$ cat config.mk
export PLATFORM = sky130hd
export DESIGN_NAME = sem_sobel
export DESIGN_NICKNAME = d
export VERILOG_FILES = /design/src/rtl/sem_pkg.sv /design/src/rtl/sem_sobel.sv
export SDC_FILE = /design/constraint.sdc
export NUM_CORES = 1
export LEC_CHECK = 0
export BUFFER_PORTS_ARGS = -buffer_cell sky130_fd_sc_hd__buf_2
export CORE_UTILIZATION = 40
export CTS_CLUSTER_SIZE = 30
export DETAILED_ROUTE_END_ITERATION = 8
export SLEW_MARGIN = 5
export SYNTH_ARGS = -nofsm -noshare
export SYNTH_HDL_FRONTEND = slang
export SYNTH_SLANG_ARGS = --single-unit
$ cat constraint.sdc
create_clock -name clk -period 1 [get_ports clk]
set_clock_uncertainty 0.05 [all_clocks]
set_input_delay 0.15 -clock clk [delete_from_list [all_inputs] [get_ports clk]]
set_output_delay 0.15 -clock clk [all_outputs]
set_load 0.03 [all_outputs]
$ cat src/rtl/sem_pkg.sv
`timescale 1ns / 1ps
// ----------------------------------------------------------------------------
// sem_pkg
// Shared types and constants of the sobel edge map with integral block.
// ----------------------------------------------------------------------------
package sem_pkg;

    localparam int PIX_W      = 8;
    localparam int SIZE_W     = 12;
    localparam int THR_W      = 8;
    localparam int POS_W      = 11;
    localparam int INT_W      = 22;
    localparam int MAX_WIDTH  = 2048;
    localparam int MAX_HEIGHT = 2048;
    localparam int LINE_DEPTH = 2 ** POS_W;
    localparam int GRAD_W     = PIX_W + 4;
    localparam int SUM_W      = PIX_W + 2;
    localparam int CFG_IDX_W  = 2;

    localparam logic [SIZE_W-1:0] WIDTH_RESET  = SIZE_W'(640);
    localparam logic [SIZE_W-1:0] HEIGHT_RESET = SIZE_W'(480);
    localparam logic [THR_W-1:0]  THR_RESET    = THR_W'(64);
    localparam logic [SIZE_W-1:0] SIZE_MIN     = SIZE_W'(3);
    localparam logic [SIZE_W-1:0] WIDTH_MAX    = SIZE_W'(MAX_WIDTH);
    localparam logic [SIZE_W-1:0] HEIGHT_MAX   = SIZE_W'(MAX_HEIGHT);

    typedef enum logic [CFG_IDX_W-1:0] {
        CFG_IMAGE_WIDTH    = 2'd0,
        CFG_IMAGE_HEIGHT   = 2'd1,
        CFG_EDGE_THRESHOLD = 2'd2
    } sem_cfg_idx_t;

    typedef logic [PIX_W-1:0] pix_t;

    // [row: top, mid, bottom][col: left, mid, right]
    typedef logic [2:0][2:0][PIX_W-1:0] win_t;

    typedef struct packed {
        logic             valid;
        logic             interior;
        logic             row_start;
        logic             top_row;
        logic             last;
        logic [POS_W-1:0] col;
        logic [POS_W-1:0] line;
    } sem_ctl_t;

endpackage

$ cat src/rtl/sem_sobel.sv
`timescale 1ns / 1ps
// ----------------------------------------------------------------------------
// sem_sobel
// Sobel gradients over the window, L1 magnitude against the threshold.
// ----------------------------------------------------------------------------
module sem_sobel
    import sem_pkg::*;
(
    input  logic             clk,
    input  logic             rst_n,
    input  logic             adv,
    input  win_t             win,
    input  sem_ctl_t         in_ctl,
    input  logic [THR_W-1:0] thr,
    output sem_ctl_t         out_ctl,
    output logic             edge_bit
);

    sem_ctl_t                  ctl_reg;
    logic                      edge_reg;
    logic                      edge_next;
    logic [SUM_W-1:0]          sum_top;
    logic [SUM_W-1:0]          sum_bot;
    logic [SUM_W-1:0]          sum_left;
    logic [SUM_W-1:0]          sum_right;
    logic signed [GRAD_W-1:0]  gx;
    logic signed [GRAD_W-1:0]  gy;
    logic [GRAD_W-1:0]         abs_gx;
    logic [GRAD_W-1:0]         abs_gy;
    logic [GRAD_W-1:0]         mag;

    function automatic logic [SUM_W-1:0] wsum(input pix_t a, input pix_t b, input pix_t c);
        wsum = {2'b00, a} + {1'b0, b, 1'b0} + {2'b00, c};
    endfunction

    always_comb
    begin
        sum_top   = wsum(win[0][0], win[0][1], win[0][2]);
        sum_bot   = wsum(win[2][0], win[2][1], win[2][2]);
        sum_left  = wsum(win[0][0], win[1][0], win[2][0]);
        sum_right = wsum(win[0][2], win[1][2], win[2][2]);
        gx        = $signed({2'b00, sum_top}) - $signed({2'b00, sum_bot});
        gy        = $signed({2'b00, sum_left}) - $signed({2'b00, sum_right});
        abs_gx    = gx[GRAD_W-1] ? GRAD_W'(-gx) : GRAD_W'(gx);
        abs_gy    = gy[GRAD_W-1] ? GRAD_W'(-gy) : GRAD_W'(gy);
        mag       = abs_gx + abs_gy;
        edge_next = mag > GRAD_W'(thr);
    end

    always_ff @(posedge clk or negedge rst_n)
    begin
        if (!rst_n)
        begin
            ctl_reg <= '0;
        end
        else if (adv)
        begin
            ctl_reg <= in_ctl;
        end
    end

    always_ff @(posedge clk)
    begin
        if (adv)
        begin
            edge_reg <= edge_next;
        end
    end

    assign out_ctl  = ctl_reg;
    assign edge_bit = edge_reg;

endmodule

After elaboration in Yosys (flattened, before gate mapping)
Index checks and enable logic that the tools add are counted.

cells by class
  $add $sub $neg = 13
  order comparisons = 1
  mux-type cells = 2

operators by type and width
  operator                      count
  adder 10 x 8 -> 10 bit        4
  adder 8 x 9 -> 10 bit         4
  2-to-1 mux 12 bit             2
  negator 11 -> 12 bit          2
  subtractor 10 x 10 -> 11 bit  2
  adder 12 bit                  1
  > comparator 12 x 8 -> 1 bit  1

word-level totals
  register bits = 28
  input port bits = 110
  logic and storage cells = 24

Logic depth before layout (Yosys ltp)
Gate-level depths: netlist (run 1).

  depth after elaboration = 7
  mapped depth = 28
  mapped depth without buffers = 28

Least setup slack after synthesis (run 1)
Ideal clock, no wire load.

  path type = input port to flip-flop
  start = input win[50] in the netlist's numbering
  end = register edge_reg, in the netlist edge_bit (data pin)
  setup time = 0.268 ns
  data arrival time = 5.414 ns
  path slack = -4.731 ns
  cell stages on the path = 24
  buffers on the path = 1
  path through = inv_1 fa_1 fa_1 inv_1 fa_1 inv_1 ha_1 a211oi_1 o211ai_1 a31o_2 a21o_1 buf_2 mux2_2 fa_1 a21o_1 a21oi_1 o21bai_1 a21oi_1 xnor2_1 ha_1 a21o_1 a21oi_1 a21oi_1 nand4b_1

between the ends
  cells in the longest elaborated chain, start to end = 7

RTL lines
  element                         line             RTL
  start, declared                 sem_sobel.sv:12  input win_t win,
  adder 8 x 9 -> 10 bit           sem_sobel.sv:33  wsum = {2'b00, a} + {1'b0, b, 1'b0} + {2'b00, c};
  adder 10 x 8 -> 10 bit          sem_sobel.sv:33
  subtractor 10 x 10 -> 11 bit    sem_sobel.sv:42  gx = $signed({2'b00, sum_top}) - $signed({2'b00, sum_bot});
  negator 11 -> 12 bit            sem_sobel.sv:44  abs_gx = gx[GRAD_W-1] ? GRAD_W'(-gx) : GRAD_W'(gx);
  2-to-1 mux 12 bit               sem_sobel.sv:44
  adder 12 bit *                  sem_sobel.sv:46  mag = abs_gx + abs_gy;
  > comparator 12 x 8 -> 1 bit *  sem_sobel.sv:47  edge_next = mag > GRAD_W'(thr);
  named net edge_next             sem_sobel.sv:21  logic edge_next;
  end signal, assigned            sem_sobel.sv:66  edge_reg <= edge_next;
  end, declared                   sem_sobel.sv:20  logic edge_reg;

The timed path passes the listed nets; every way through them passes the cells marked *.
A chain may end at the register's enable or synchronous reset.

Worst setup path in the final report (run 1)
Ends and elaborated chain as after synthesis.

==> impl_results.md, run 1 <==
* Status: finished with violations
* Failing checks: design-rule violations, negative setup slack
* Min Clock Period, post-route at 5.37 ns
* Longest Clk Path Bufs at 2
* RSZ-0062 raised after global routing: true
* First-pass GRT wire length at around 17000 um
* Fmax at ~0.19 GHz
* FP Rows at 38
* Finish-stage setup viols at 29
* Final Hold Viols at 0
* CTS buffer count at 3
* Mapped Avg Cell Area at between 9 and 10 um^2
* Crit Path Category: in2reg
* Detail Route met2 WL at 5350 um
* Ys async rst share at between 90% and 100%
* Nets at between 900 and 1000
* Hold WS at a little over 0.05 ns
* Root buf cell: clkbuf_8
* Worst hold stages at 2
* Reg2reg start: out_ctl[2]
* Crit end category: flop
* EDFF count, synth at 1
* Layout area overhead at 45.4%
* Met1 Wirelength at around 4300 um
* CTS tree: yes
* Drt wl/cell at approximately 12 um
* Min-delay worst type: in2reg
* Vias per cell at approximately 4.5
* Final ANT Viol Nets at 0
* CP required at between 0.9 and 1 ns
* Worst Path Arrival at roughly 5.3 ns
* PortBufs at roughly 130
* DRC viols at 2
* Layout cells sized above 1 at between 40% and 50%
* DP Area at between 6000 and 7000 um^2
* Routed vias at 3764
* Max-cap violations at 0
* Clock transition at path regs at 0.09 ns
* Slew Limit Fails at 0
* # H-tree levels at 1
* R2R cell count at 2
* Initial antenna violation count at 0
* Flops & latches, synth at 28
* Startpoint types: input pin
* Vias in the first global route at roughly 4100
* Reg2reg setup slack at 0.04 ns
* Uppermost routed layer: met4
* Final period utilization at 537%
* Die width at between 100 and 150 um
* Largest net degree at the start of global routing at 29
* Met3 WL at 306 um
* 1st-iter DRT viols at approximately 180
* Core Util, Final at between 50% and 60%
* DR pass1 iterations at 6
* Netlist cell types at 38
* FF-to-FF End: out_ctl[2]
* Core Region at between 10000 and 15000 um^2
* Most common cell after layout, fill and taps aside: inv_1
* Slew @ Worst Pin at approximately 0.37 ns
* Design area at ~6500 um^2
* Chip Height at about 110 um
* Synthesis warning total at 0
* Slew headroom at between 70% and 80%
* Mapped cell area at about 4400 um^2
* Hold Path End: out_ctl[7]
* Commonest non-fill, non-tap cells in the layout: 141 x inv_1, 99 x buf_2, 91 x buf_4
* Setup TNS at -4.75 ns
* Register area share after synthesis at 15.9%
* Post-Syn Nets at between 600 and 700
* Max FO, Critical Path at 3
* Die area at approximately 12000 um^2
* Initial Util at approximately two fifths
* Ys flop type: dfrtp_1
* Gp weighted congestion at between 0.7 and 0.8
* Congestion Overflow GR at 0
* I/O pin count at approximately 140
* Final worst setup slack at -4.37 ns
* DPL Wire Length at around 8600 um
* Mapped Cells at 476
* Clock latency at the later pin of the worst-skew pair at between 0.2 and 0.3 ns
* Hold Crit Start: in_ctl[7]
* Gr usage total at between 10% and 20%
* # clock sinks at 28
* Final wirelength at ~10000 um
* # diodes at 0
state kept, by name, summed over array words and instances (netlist names):
name,flops
out_ctl,27
edge_bit,1
routing by layer:
metal	vias up	track usage, %
li1	1914	-
met1	1762	23.5
met2	80	34.8
met3	8	1.33
met4	0	2.94
met5	-	0
worst max-delay path by stage:
stage,start,to,slack [ns]
3_5_place_dp,win[57],edge_bit,-4.65
5_1_grt,win[50],edge_bit,-4.63
2_1_floorplan,win[57],edge_bit,-4.21
4_1_cts,win[57],edge_bit,-4.35
6_report,win[50],edge_bit,-4.37
3_3_place_gp,win[57],edge_bit,-4.54
worst max-delay path, cell delays in order:
cell and delay, ns:
buf_6 0.07, inv_2 0.03, fa_1 0.49, fa_1 0.53, inv_2 0.04, fa_1 0.56
inv_2 0.06, ha_4 0.22, a211oi_4 0.26, o211ai_1 0.17, a31o_2 0.26, a21o_4 0.22
mux2_4 0.33, fa_2 0.35, a21o_1 0.17, a21oi_2 0.15, o21bai_1 0.09, a21oi_1 0.18
xnor2_1 0.13, ha_1 0.27, a21o_1 0.18, a21oi_2 0.15, a21oi_2 0.07, nand4b_1 0.18
kinds of logic after synthesis:
kind of cell             count (synthesis)  synth area share [%]
flip-flops                              28                  15.9
adder cells (fa/ha/maj)                108                  41.0
AND/OR/NAND/NOR                         59                  6.25
XOR/XNOR                                36                  7.09
multiplexers                            28                  7.09
AO/OA/AOI/OAI                           65                  9.82
buffers and inverters                  152                  12.9
area by class of cell:
cell class                 count  area (um^2)
clock buffer                   3         41.3
clock inverter                 1         30.0
fill                         913         4380
inverter                     148          563
multi-input combinational    296         3370
sequential                    28          706
tap                          140          175
timing repair buffer         224         1580
Yosys cell counts (all sizes together), types with 2 or more instances:
library cell,number,area share (%)
o21a,7,1.2
nor4,3,0.42
buf,3,0.28
o21ai,10,1.1
a21o,11,1.9
mux2,28,7.1
xor2,16,3.2
ha,45,13
a21oi,19,2.1
xnor2,20,3.9
a31oi,2,0.28
nor2,23,1.9
inv,148,12
nand2,8,0.68
fa,63,28
a211oi,3,0.62
dfrtp,27,15
o21bai,5,0.84
nor3,6,0.68
nand3,9,1.0
nor2b,4,0.56
o31a,2,0.39
metrics by stage:
step / worst slack [ns] / cells
floorplan: -4.21 / 476
global placement: -4.54 / 825
detailed placement: -4.65 / 825
CTS: -4.35 / 831
global route: -4.63 / 840
finish: -4.37 / 840
what timing repair did:
item	CTS	global route
setup buffers	1	9
hold endpoints to repair	27	0
resized for setup	59	17
hold buffers	1	0
setup endpoints to repair	29	29
gates cloned	0	0
pin swaps	0	26
Power of run 1 is not shown: default switching activity piles up to over one toggle a cycle in this logic, so the estimate is an artifact.
==> inputs of run 2 (changes only) <==
==> constraint.sdc (replaced) <==
create_clock -name clk -period 1 [get_ports clk]
set_clock_uncertainty 0.05 [all_clocks]
set_input_delay 0.2 -clock clk [delete_from_list [all_inputs] [get_ports clk]]
set_output_delay 0.2 -clock clk [all_outputs]
set_load 0.03 [all_outputs]
==> impl_results.md, run 2 (same netlist as run 1, synthesis figures left out) <==
* Die width at between 100 and 150 um
* Longest Clk Path Bufs at 2
* Pre-CTS WS at -4.68 ns
* Nets at roughly 900
* Slew @ Worst Pin at 0.372 ns
* # H-tree levels at 1
* Final period utilization at 536%
* Startpoint types: input pin
* Critical Path Slowest Stage Cell: fa_1
* Status: finished with violations
* Min Clock Period, post-route at between 5 and 6 ns
* CTS tree: yes
* Die area at about 12000 um^2
* Vias per cell at ~4.5
* # clock sinks at 28
* Most common cell after layout, fill and taps aside: inv_1
* Core Region at 10800 um^2
* # diodes at 0
* Initial antenna violation count at 0
* CTS buffer count at 3
* Final worst setup slack at -4.36 ns
* First-pass GRT wire length at 16400 um
* Gr usage total at around 17%
* DR pass1 iterations at 4
* DPL Wire Length at 8500 um
* Max-cap violations at 0
* Max reg flops at 27
* Fmax at around 0.19 GHz
* RSZ-0062 raised after global routing: true
* Slowest cell delay on critical path at 0.55 ns
* Detail Route met2 WL at between 5000 and 6000 um
* Slew headroom at approximately 75%
* DP Area at 6080 um^2
* Reg2reg setup slack at 0.06 ns
* Drt wl/cell at around 11 um
* Largest net degree at the start of global routing at 29
* Uppermost routed layer: met4
* I/O pin count at roughly 140
* FP Rows at 38
* Commonest non-fill, non-tap cells in the layout: 142 x inv_1, 100 x buf_2, 92 x buf_4
* Layout cells sized above 1 at a little over two fifths
* Crit Path Category: in2reg
* Chip Height at 107 um
* Vias in the first global route at between 3000 and 4000
* Finish-stage setup viols at 29
* Met3 WL at 290 um
* Final std cells w/o fill at ~840
* Max FO, Critical Path at 3
* 1st-iter DRT viols at 92
* Final ANT Viol Nets at 0
* Crit-path cells: buf_2 > fa_1 > fa_1 > inv_2 > fa_1 > inv_2 > ha_4 > a211oi_4 > o211ai_1 > a31o_2 > a21o_1 > mux2_4 > fa_2 > a21o_1 > a21oi_2 > o21bai_2 > a21oi_2 > xnor2_1 > ha_1 > a21o_1 > a21oi_2 > a21oi_1 > nand4b_1
* Worst Path Arrival at about 5.3 ns
* Routed vias at between 3000 and 4000
* Root buf cell: clkbuf_8
* Crit end category: flop
* DRC viols at 0
* CP required at around 0.96 ns
* Clock transition at path regs at 0.09 ns
* Core Util, Final at 59.9%
* Min-delay worst type: in2reg
* Cells after DPL at 829
* Congestion Overflow GR at 0
* Failing checks: negative setup slack
* Gp weighted congestion at between 0.8 and 0.9
* Design area at about 6500 um^2
* Slew Limit Fails at 0
* Clock latency at the later pin of the worst-skew pair at about 0.27 ns
* Final wirelength at ~9600 um
* PortBufs at 129
* Layout area overhead at 46.1%
* Final Hold Viols at 0
* Initial Util at roughly two fifths
* Met1 Wirelength at around 4200 um
## run 2: routing by layer
| layer | track usage, % | vias to the layer above |
|---|---|---|
| met3 | 1.27 | 6 |
| met1 | 21.4 | 1805 |
| met4 | 2.05 | 0 |
| met2 | 33.5 | 71 |
| met5 | 0 | - |
| li1 | - | 1925 |
## run 2: path summary, 6_finish.rpt
check,start,to,depth (start not counted)
setup / recovery,win[2],edge_bit,23
hold / removal,in_ctl[23],out_ctl[23],2
setup reg to reg,out_ctl[26],out_ctl[26],2
hold reg to reg,out_ctl[12],out_ctl[12],1
max in group asynchronous,rst_n,out_ctl[20],3
min in group asynchronous,rst_n,out_ctl[17],2
## run 2: per-stage QoR
| stage | TNS (ns) | hold WS, ns |
|---|---|---|
| global placement | -4.82 | 0.0531 |
| floorplan | -4.26 | -0.146 |
| CTS | -6.27 | 0.101 |
| detailed placement | -5.25 | 0.0643 |
| finish | -6.13 | 0.104 |
| global route | -7.31 | 0.0935 |
## run 2: cell type report
cell class / instances / area [um^2]
inverters: 148 / 566
fillers: 944 / 4350
repair buffers: 227 / 1600
flip-flops and latches: 28 / 706
well taps: 140 / 175
clock inverters: 1 / 30.0
clock buffers: 3 / 41.3
multi-input cells: 296 / 3380
## run 2: repair_timing
| action | 4_1_cts | 5_1_grt |
|---|---|---|
| hold buffers | 1 | 0 |
| resized for setup | 60 | 18 |
| pin swaps | 1 | 28 |
| gates cloned | 0 | 0 |
| setup buffers | 1 | 8 |
| endpoints found under the hold margin | 12 | 0 |
| setup endpoints to repair | 29 | 29 |
## run 2: worst max-delay path: cells and delay by family
family,cells,cell delay (ns)
buffers and inverters,3,0.22
xor gates and xnor gates,1,0.13
muxes,1,0.34
adders and majority gates,6,2.42
AOI/OAI and AO/OA,11,1.84
and+or+nand+nor,1,0.17
Power of run 2 is left out for the same reason.
